**src/design/lgrs_pkg.sv**
```systemverilog
// Package for the Life generation row stepper.
// Holds widths, queue sizing, the job record and the B3/S23 row function.
// No dependencies; every other file imports it.
package lgrs_pkg;

   localparam int MAX_COLUMNS    = 64;
   localparam int ROW_BITS       = 64;
   localparam int WIDTH_BITS     = 7;
   localparam logic [WIDTH_BITS-1:0] WIDTH_RESET = 7'd64;

   // Rule counts: birth on exactly three neighbors, survival on two or three.
   localparam logic [3:0] BIRTH_COUNT   = 4'd3;
   localparam logic [3:0] SURVIVE_COUNT = 4'd2;

   // Job queue between the front and back parts.
   localparam int JOB_DEPTH      = 4;
   localparam int JOB_PTR_BITS   = $clog2(JOB_DEPTH);
   localparam int JOB_COUNT_BITS = $clog2(JOB_DEPTH + 1);

   // Number of rows held by the front part.
   typedef enum logic [1:0] {
      ROWS_NONE = 2'd0,
      ROWS_ONE  = 2'd1,
      ROWS_TWO  = 2'd2
   } rows_seen_type;

   // One unit of work for the back part. A job yields the result for the
   // middle row when has_first is set, and the result for the bottom row
   // (computed from middle and lower with a dead row below) when is_last is set.
   typedef struct packed {
      logic [ROW_BITS-1:0] upper;
      logic [ROW_BITS-1:0] middle;
      logic [ROW_BITS-1:0] lower;
      logic                has_first;
      logic                is_last;
   } job_type;

   // Mask of the columns in use; widths at or above the column count saturate.
   function automatic logic [ROW_BITS-1:0] column_mask(input logic [WIDTH_BITS-1:0] width);
      logic [ROW_BITS-1:0] mask;
      if (int'(width) >= MAX_COLUMNS) begin
         mask = {ROW_BITS{1'b1}};
      end else begin
         mask = ~({ROW_BITS{1'b1}} << width);
      end
      return mask;
   endfunction

   // Next state of one row from its two vertical neighbors.
   function automatic logic [ROW_BITS-1:0] life_next_row(
      input logic [ROW_BITS-1:0] above,
      input logic [ROW_BITS-1:0] here,
      input logic [ROW_BITS-1:0] below,
      input logic [ROW_BITS-1:0] mask
   );
      logic [ROW_BITS-1:0] a_l, a_r, h_l, h_r, b_l, b_r, a_m, h_m, b_m, res;
      logic [3:0]          count;
      a_m = above & mask;
      h_m = here & mask;
      b_m = below & mask;
      a_l = a_m << 1;
      a_r = a_m >> 1;
      h_l = h_m << 1;
      h_r = h_m >> 1;
      b_l = b_m << 1;
      b_r = b_m >> 1;
      res = '0;
      // Each column counts its eight neighbors independently.
      for (int i = 0; i < ROW_BITS; i++) begin
         count = {3'b0, a_l[i]} + {3'b0, a_m[i]} + {3'b0, a_r[i]}
               + {3'b0, h_l[i]} + {3'b0, h_r[i]}
               + {3'b0, b_l[i]} + {3'b0, b_m[i]} + {3'b0, b_r[i]};
         res[i] = (count == BIRTH_COUNT) || (h_m[i] && (count == SURVIVE_COUNT));
      end
      return res & mask;
   endfunction

endpackage

```
**src/design/lgrs_ifs.sv**
```systemverilog
// Channel interfaces for the Life generation row stepper.
// Row beats in, result beats out, and the width register write channel.
// Depends on lgrs_pkg.
interface lgrs_req_if;
   import lgrs_pkg::*;
   logic                valid;
   logic                ready;
   logic [ROW_BITS-1:0] row_cells;
   logic                final_row;
   modport source (output valid, output row_cells, output final_row, input ready);
   modport sink   (input valid, input row_cells, input final_row, output ready);
endinterface

interface lgrs_rsp_if;
   import lgrs_pkg::*;
   logic                valid;
   logic                ready;
   logic [ROW_BITS-1:0] next_cells;
   logic                frame_done;
   modport source (output valid, output next_cells, output frame_done, input ready);
   modport sink   (input valid, input next_cells, input frame_done, output ready);
endinterface

interface lgrs_csr_if;
   import lgrs_pkg::*;
   logic                  valid;
   logic                  ready;
   logic [WIDTH_BITS-1:0] grid_width;
   modport source (output valid, output grid_width, input ready);
   modport sink   (input valid, input grid_width, output ready);
endinterface

```
**src/design/lgrs_front.sv**
```systemverilog
// Front part: accepts row beats, keeps the two previous rows and forms jobs.
// Depends on lgrs_pkg and lgrs_req_if.
module lgrs_front (
   input  logic                          clock,
   input  logic                          reset,
   lgrs_req_if.sink                      req_if,
   input  logic [lgrs_pkg::ROW_BITS-1:0] col_mask,
   output logic                          job_valid,
   input  logic                          job_ready,
   output lgrs_pkg::job_type             job
);
   import lgrs_pkg::*;

   logic [ROW_BITS-1:0] upper_ff, upper_in;
   logic [ROW_BITS-1:0] middle_ff, middle_in;
   rows_seen_type       rows_seen_ff, rows_seen_in;
   logic [ROW_BITS-1:0] row_m;
   logic                held;
   logic                accept;

   // A beat is taken only when the queue has room for its job.
   assign req_if.ready = job_ready;
   assign accept       = req_if.valid && job_ready;
   assign row_m        = req_if.row_cells & col_mask;
   assign held         = (rows_seen_ff != ROWS_NONE);

   // Job for this beat; held rows are masked with the width now in force.
   always_comb begin
      job.upper     = upper_ff & col_mask;
      job.middle    = middle_ff & col_mask;
      job.lower     = row_m;
      job.has_first = held;
      job.is_last   = req_if.final_row;
      job_valid     = req_if.valid && (held || req_if.final_row);
   end

   // Row history update.
   always_comb begin
      upper_in     = upper_ff;
      middle_in    = middle_ff;
      rows_seen_in = rows_seen_ff;
      if (accept) begin
         if (req_if.final_row) begin
            upper_in     = '0;
            middle_in    = '0;
            rows_seen_in = ROWS_NONE;
         end else begin
            upper_in     = held ? middle_ff : '0;
            middle_in    = row_m;
            rows_seen_in = held ? ROWS_TWO : ROWS_ONE;
         end
      end
   end

   always_ff @(posedge clock) begin
      if (reset) begin
         upper_ff     <= '0;
         middle_ff    <= '0;
         rows_seen_ff <= ROWS_NONE;
      end else begin
         upper_ff     <= upper_in;
         middle_ff    <= middle_in;
         rows_seen_ff <= rows_seen_in;
      end
   end

endmodule

```
**src/design/lgrs_job_fifo.sv**
```systemverilog
// Short job queue between the front and back parts.
// Depends on lgrs_pkg for the job record and depth.
module lgrs_job_fifo (
   input  logic              clock,
   input  logic              reset,
   input  logic              push_valid,
   output logic              push_ready,
   input  lgrs_pkg::job_type push_job,
   output logic              pop_valid,
   input  logic              pop_ready,
   output lgrs_pkg::job_type pop_job
);
   import lgrs_pkg::*;

   job_type                   entries_ff [JOB_DEPTH];
   logic [JOB_PTR_BITS-1:0]   wr_ptr_ff, wr_ptr_in;
   logic [JOB_PTR_BITS-1:0]   rd_ptr_ff, rd_ptr_in;
   logic [JOB_COUNT_BITS-1:0] count_ff, count_in;
   logic                      do_push, do_pop;

   assign push_ready = (count_ff != JOB_COUNT_BITS'(JOB_DEPTH));
   assign pop_valid  = (count_ff != '0);
   assign pop_job    = entries_ff[rd_ptr_ff];
   assign do_push    = push_valid && push_ready;
   assign do_pop     = pop_valid && pop_ready;

   // Pointer and occupancy update.
   always_comb begin
      wr_ptr_in = do_push ? wr_ptr_ff + 1'b1 : wr_ptr_ff;
      rd_ptr_in = do_pop  ? rd_ptr_ff + 1'b1 : rd_ptr_ff;
      count_in  = count_ff;
      if (do_push && !do_pop) begin
         count_in = count_ff + 1'b1;
      end else if (do_pop && !do_push) begin
         count_in = count_ff - 1'b1;
      end
   end

   always_ff @(posedge clock) begin
      if (reset) begin
         wr_ptr_ff <= '0;
         rd_ptr_ff <= '0;
         count_ff  <= '0;
      end else begin
         wr_ptr_ff <= wr_ptr_in;
         rd_ptr_ff <= rd_ptr_in;
         count_ff  <= count_in;
      end
   end

   // Entry storage needs no reset.
   always_ff @(posedge clock) begin
      if (do_push) begin
         entries_ff[wr_ptr_ff] <= push_job;
      end
   end

endmodule

```
**src/design/lgrs_back.sv**
```systemverilog
// Back part: applies the B3/S23 rule to queued jobs and drives result beats.
// Depends on lgrs_pkg and lgrs_rsp_if.
module lgrs_back (
   input  logic                          clock,
   input  logic                          reset,
   input  logic [lgrs_pkg::ROW_BITS-1:0] col_mask,
   input  logic                          job_valid,
   output logic                          job_ready,
   input  lgrs_pkg::job_type             job,
   lgrs_rsp_if.source                    rsp_if
);
   import lgrs_pkg::*;

   logic                rsp_valid_ff, rsp_valid_in;
   logic [ROW_BITS-1:0] cells_ff, cells_in;
   logic                done_ff, done_in;
   logic                phase_ff, phase_in;
   logic                first_step, load, take;
   logic [ROW_BITS-1:0] above, here, below;

   // A job with a middle-row result gives that first, then the bottom row if is_last is set.
   assign first_step = job.has_first && !phase_ff;
   assign load       = !rsp_valid_ff || rsp_if.ready;
   assign take       = job_valid && load;
   assign job_ready  = take && !(first_step && job.is_last);

   // Pick the row triple for this step and evaluate the rule.
   always_comb begin
      if (first_step) begin
         above = job.upper;
         here  = job.middle;
         below = job.lower;
      end else begin
         above = job.middle;
         here  = job.lower;
         below = '0;
      end
      cells_in = life_next_row(above, here, below, col_mask);
      done_in  = !first_step;
   end

   // Output register and phase control.
   always_comb begin
      rsp_valid_in = rsp_valid_ff;
      phase_in     = phase_ff;
      if (take) begin
         rsp_valid_in = 1'b1;
         phase_in     = first_step && job.is_last;
      end else if (rsp_if.ready) begin
         rsp_valid_in = 1'b0;
      end
   end

   always_ff @(posedge clock) begin
      if (reset) begin
         rsp_valid_ff <= 1'b0;
         phase_ff     <= 1'b0;
      end else begin
         rsp_valid_ff <= rsp_valid_in;
         phase_ff     <= phase_in;
      end
   end

   always_ff @(posedge clock) begin
      if (take) begin
         cells_ff <= cells_in;
         done_ff  <= done_in;
      end
   end

   assign rsp_if.valid      = rsp_valid_ff;
   assign rsp_if.next_cells = cells_ff;
   assign rsp_if.frame_done = done_ff;

endmodule

```
**src/design/life_generation_row_stepper.sv**
```systemverilog
// One Life (B3/S23) generation, row by row. A row beat is accepted every cycle
// while the job queue has room; its job is queued, then the result is registered.
// The result stage issues one beat per cycle while the receiver is ready, so a
// bottom row that closes a grid of two or more rows uses it for two beats.
// Reset (synchronous): held rows and queue cleared, grid_width set to 64.
// Depends on lgrs_pkg, lgrs_ifs, lgrs_front, lgrs_job_fifo and lgrs_back.
module life_generation_row_stepper (
   input  logic        clock,
   input  logic        reset,
   lgrs_req_if.sink    req_if,
   lgrs_rsp_if.source  rsp_if,
   lgrs_csr_if.sink    csr_if
);
   import lgrs_pkg::*;

   logic [WIDTH_BITS-1:0] width_ff, width_in;
   logic [ROW_BITS-1:0]   col_mask;
   logic                  fj_valid, fj_ready, bj_valid, bj_ready;
   job_type               f_job, b_job;

   // Width register; writes are always taken.
   assign csr_if.ready = 1'b1;
   assign width_in     = csr_if.valid ? csr_if.grid_width : width_ff;
   assign col_mask     = column_mask(width_ff);

   always_ff @(posedge clock) begin
      if (reset) begin
         width_ff <= WIDTH_RESET;
      end else begin
         width_ff <= width_in;
      end
   end

   lgrs_front u_front (
      .clock     (clock),
      .reset     (reset),
      .req_if    (req_if),
      .col_mask  (col_mask),
      .job_valid (fj_valid),
      .job_ready (fj_ready),
      .job       (f_job)
   );

   lgrs_job_fifo u_fifo (
      .clock      (clock),
      .reset      (reset),
      .push_valid (fj_valid),
      .push_ready (fj_ready),
      .push_job   (f_job),
      .pop_valid  (bj_valid),
      .pop_ready  (bj_ready),
      .pop_job    (b_job)
   );

   lgrs_back u_back (
      .clock     (clock),
      .reset     (reset),
      .col_mask  (col_mask),
      .job_valid (bj_valid),
      .job_ready (bj_ready),
      .job       (b_job),
      .rsp_if    (rsp_if)
   );

   // Results never carry live cells in unused columns.
   assert property (@(posedge clock) disable iff (reset)
      rsp_if.valid |-> ((rsp_if.next_cells & ~col_mask) == '0))
      else $error("result has live cells beyond grid width");

   // Every queued job produces at least one result.
   assert property (@(posedge clock) disable iff (reset)
      bj_valid |-> (b_job.has_first || b_job.is_last))
      else $error("queued job with no result");

   // A stalled queue holds back row beats.
   assert property (@(posedge clock) disable iff (reset)
      !fj_ready |-> !req_if.ready)
      else $error("row beat accepted while job queue full");

endmodule

```
**src/flat_wrapper.sv**
```systemverilog
// flat-port wrapper written by rule: the top's interface ports become plain ports
module life_generation_row_stepper_flat import lgrs_pkg::*;
  (clock, reset, req_if_valid, req_if_row_cells, req_if_final_row, req_if_ready, rsp_if_valid, rsp_if_next_cells, rsp_if_frame_done, rsp_if_ready, csr_if_valid, csr_if_grid_width, csr_if_ready);
  lgrs_req_if req_if_i ();
  lgrs_rsp_if rsp_if_i ();
  lgrs_csr_if csr_if_i ();
  input  logic clock;
  input  logic reset;
  input wire logic [$bits(req_if_i.valid)-1:0] req_if_valid;
  input wire logic [$bits(req_if_i.row_cells)-1:0] req_if_row_cells;
  input wire logic [$bits(req_if_i.final_row)-1:0] req_if_final_row;
  output wire logic [$bits(req_if_i.ready)-1:0] req_if_ready;
  output wire logic [$bits(rsp_if_i.valid)-1:0] rsp_if_valid;
  output wire logic [$bits(rsp_if_i.next_cells)-1:0] rsp_if_next_cells;
  output wire logic [$bits(rsp_if_i.frame_done)-1:0] rsp_if_frame_done;
  input wire logic [$bits(rsp_if_i.ready)-1:0] rsp_if_ready;
  input wire logic [$bits(csr_if_i.valid)-1:0] csr_if_valid;
  input wire logic [$bits(csr_if_i.grid_width)-1:0] csr_if_grid_width;
  output wire logic [$bits(csr_if_i.ready)-1:0] csr_if_ready;
  assign req_if_i.valid = req_if_valid;
  assign req_if_i.row_cells = req_if_row_cells;
  assign req_if_i.final_row = req_if_final_row;
  assign req_if_ready = req_if_i.ready;
  assign rsp_if_valid = rsp_if_i.valid;
  assign rsp_if_next_cells = rsp_if_i.next_cells;
  assign rsp_if_frame_done = rsp_if_i.frame_done;
  assign rsp_if_i.ready = rsp_if_ready;
  assign csr_if_i.valid = csr_if_valid;
  assign csr_if_i.grid_width = csr_if_grid_width;
  assign csr_if_ready = csr_if_i.ready;
  life_generation_row_stepper u_core (.clock(clock), .reset(reset), .req_if(req_if_i), .rsp_if(rsp_if_i), .csr_if(csr_if_i));
endmodule
```
**config.mk**
```make
export PLATFORM = sky130hd
export DESIGN_NAME = life_generation_row_stepper_flat
export DESIGN_NICKNAME = d
export VERILOG_FILES = /design/src/design/lgrs_pkg.sv /design/src/design/lgrs_ifs.sv /design/src/design/lgrs_front.sv /design/src/design/lgrs_job_fifo.sv /design/src/design/lgrs_back.sv /design/src/design/life_generation_row_stepper.sv /design/src/flat_wrapper.sv
export SDC_FILE = /design/constraint.sdc
export NUM_CORES = 2
export LEC_CHECK = 0
export ABC_AREA = 1
export BUFFER_PORTS_ARGS = -buffer_cell sky130_fd_sc_hd__buf_2
export CORE_MARGIN = 2
export CORE_UTILIZATION = 30
export DETAILED_ROUTE_END_ITERATION = 8
export MAX_ROUTING_LAYER = met4
export PLACE_DENSITY = 0.44
export SYNTH_ARGS = -nofsm -noshare
export SYNTH_HDL_FRONTEND = slang
export SYNTH_HIERARCHICAL = 1
export SYNTH_SLANG_ARGS = --single-unit
```
**constraint.sdc**
```tcl
create_clock -name clock -period 16 [get_ports clock]
set_input_delay 0 -clock clock [delete_from_list [all_inputs] [get_ports clock]]
set_output_delay 0 -clock clock [all_outputs]
set_load 0.05 [all_outputs]
```
==> metrics.cfg <==
[critical_path]
cp.depth=16
cp-start-kind=flop
required_ns=16.45
crit_arrival_ns=7.28
slowest_delay_ns=0.86
critPathMostFrequentCell=fa_1
cp_max_fo=170
slowest_stage=buf_4
worstSetupPathType=reg2reg
path_cells=clkinv_8 -> o21ai_0 -> o22ai_1 -> nand2_8 -> buf_4 -> nor2_1 -> a211oi_2 -> fa_1 -> fa_1 -> fa_1 -> ha_1 -> fa_1 -> nand3_1 -> o21ai_0 -> nand3_1 -> nor2_1
reg2reg_setup_slack_ns=9.17
path_buf_inv=2
regToRegEndpoint=u_core/u_back/rsp_if.next_cells[51]
cp_top_family=adder cells
end_kind=flop
r2r_cells=16

[floorplan]
die_w_microns=414
die_area_sq_mm=0.172
fp-row-count=150
dieHeight_microns=414
io_pins=145
core_sq_mm=0.167
initial_core_util_pct=30.2

[status]
status=completed

[synthesis]
syn_inst=4693
syn_avg_cell_area_sq_um=10.8
synth_nets=5215
synth_top_area_share_pct=50.0
yosysWarnings=6
synth_area_leaders=edfxtp_1 (50%), fa_1 (10%), dfxtp_1 (5.9%)
synth_top_area_cell=edfxtp_1
ys_ff_latch=989
synth_area_sq_mm=0.0505
synth_cell_types=38
synth-seq-area-share_pct=55.8

[clock_tree]
htreeDepth=3
cts_tree=yes
numCtsBuffers=109
worstSkewPairLatency_ns=0.71
path_clk_slew_ns=0.06
clock_sinks=989
cts-root-buf=clkbuf_16
clockBufferDepth=3

[routing]
wl_met2_microns=69000
drt_iter0_drc=2052
drcViolationCount=0
routed_via_density=4.77
top_layer=met4
ant_nets=0
vias=34127
wire_per_inst_microns=19.8
wl_microns=142000
drt_first_pass_iters=7
wl_met1_microns=63300
wl_met3_microns=5460

[placement]
gp_congestion=0.780
place.detailed.hpwl_microns=87000
place.port_buffers=143

[hold_path]
holdCritPathClass=in2reg
hold_depth=4
hold_end=u_core/width_ff[6]
hp-start=csr_if_grid_width[6]

[layout]
fin_nets=5377
drive_gt1_share_pct=8.99
synthToLayoutAreaGrowth_pct=14.5

[sta]
drv_slew=0
rsz0062_at_grt=no
relSlewSlack_pct=24.3
setup_viol=0
hold_viol=0
max_freq_mhz=146
setup_tns_ns=0
fin_crit_sh_pct=42.7
worst_slew_pin_slew_ns=1.14
finalClockSkew_ns=0.0273
fin_crit_ns=6.83

[global_route]
first_global_vias=34297
antenna_found_initial=1
grt_max_degree=171
grt_pass1_wl_microns=215000
overflow=0
grt_use_total_pct=16.8

[job]
drv_cap=0

==> cells in the final DEF (no fill, tap or decap), drive strengths merged <==
cell type and instances:
edfxtp 841, nor2 679, nand2 625, o21ai 529, inv 499, fa 253, a21oi 201, buf 198
o22ai 194, ha 192, nand3 167, clkbuf 149, dfxtp 148, dlygate4sd3 77, nand4 49, nor3 42
clkinv 38, a211oi 33, bufinv 12, o211ai 9, clkinvlp 3, o21a 3, xor2 2, nand3b 2
diode 1, conb 1, o2111ai 1, a21boi 1
==> registers in the layout, indices dropped and copies added (netlist names), 3 cells and up, named ones only <==
name and cells:
u_core/u_front/upper_ff 64, u_core/u_front/middle_ff 64, u_core/u_fifo/entries_ff 776, u_core/u_back/rsp_if.next_cells 64, u_core/u_fifo/count_ff 3, u_core/width_ff 7
==> routing by layer <==
metal	vias up	global-route usage [%]
li1	16435	-
met1	16951	21.4
met2	570	28.0
met3	171	2.06
met4	0	5.18
met5	-	-
==> area by class of cell <==
| cell class | instances | area [sq um] |
|---|---|---|
| diodes | 1 | 2.50 |
| clock buffers | 149 | 3090 |
| clock inverters | 55 | 607 |
| fillers | 16741 | 109000 |
| inverters | 497 | 1890 |
| multi-input cells | 2983 | 19300 |
| flip-flops and latches | 989 | 28200 |
| well taps | 2204 | 2760 |
| repair buffers | 275 | 1970 |
==> how the worst max path moves through the flow <==
stage                                         startpoint                             endpoint
final                                               flop  u_core/u_back/rsp_if.next_cells[51]
after global routing                                flop  u_core/u_back/rsp_if.next_cells[50]
after CTS                                           flop  u_core/u_back/rsp_if.next_cells[47]
after detailed placement                            flop  u_core/u_back/rsp_if.next_cells[47]
after global placement                              flop  u_core/u_back/rsp_if.next_cells[51]
after floorplan           u_core/u_front/rows_seen_ff[1]       u_core/u_fifo/entries_ff[0][0]
==> logic make-up (layout without fill, tap and decap cells) <==
group / count (synthesis) / count (layout) / share of synthesized area (%)
adders and majority gates: 445 / 445 / 14.8
xor gates and xnor gates: 2 / 2 / 0.0347
other: 1 / 2 / 0.00742
and+or+nand+nor: 1564 / 1564 / 12.5
DFF: 989 / 989 / 55.8
buffers and inverters: 721 / 976 / 6.06
AOI/OAI and AO/OA: 971 / 971 / 10.7
==> synthesized netlist by cell type, drive strengths merged <==
| library cell | number |
|---|---|
| o211ai | 9 |
| edfxtp | 841 |
| o21a | 3 |
| nand3b | 2 |
| a21boi | 1 |
| ha | 192 |
| a211oi | 33 |
| o21ai | 529 |
| nor2 | 679 |
| buf | 151 |
| o2111ai | 1 |
| dfxtp | 148 |
| nand2 | 625 |
| nor3 | 42 |
| inv | 497 |
| nand3 | 167 |
| o22ai | 194 |
| clkbuf | 73 |
| xor2 | 2 |
| nand4 | 49 |
| a21oi | 201 |
| conb | 1 |
| fa | 253 |
==> metrics by stage <==
step | util, % | hold slack (ns) | worst slack [ns] | instance area, sq um | instances
after floorplan | - | 0.0691 | 6.29 | 50500 | 4693
after global placement | 31.9 | 0.309 | 9.17 | 53400 | 6871
after detailed placement | 31.9 | 0.316 | 9.06 | 53400 | 6871
after CTS | 34.6 | 0.163 | 9.05 | 57900 | 7152
after global routing | 34.6 | 0.217 | 8.57 | 57900 | 7152
final | 34.6 | 0.220 | 9.17 | 57900 | 7153
==> worst min-delay path, stage by stage <==
cell and delay (ns):
buf_2 0.16, a21oi_1 0.12, o21ai_0 0.08, dlygate4sd3_1 0.54
==> timing repair <==
item,4_1_cts,5_1_grt
buffers inserted,0,0
gates resized for setup,0,0
endpoints found under the hold margin,365,0
hold buffers,77,0
Power is left out: the tool's default activity adds up to more than one toggle a clock period on the data nets, which glitch-free logic cannot reach.
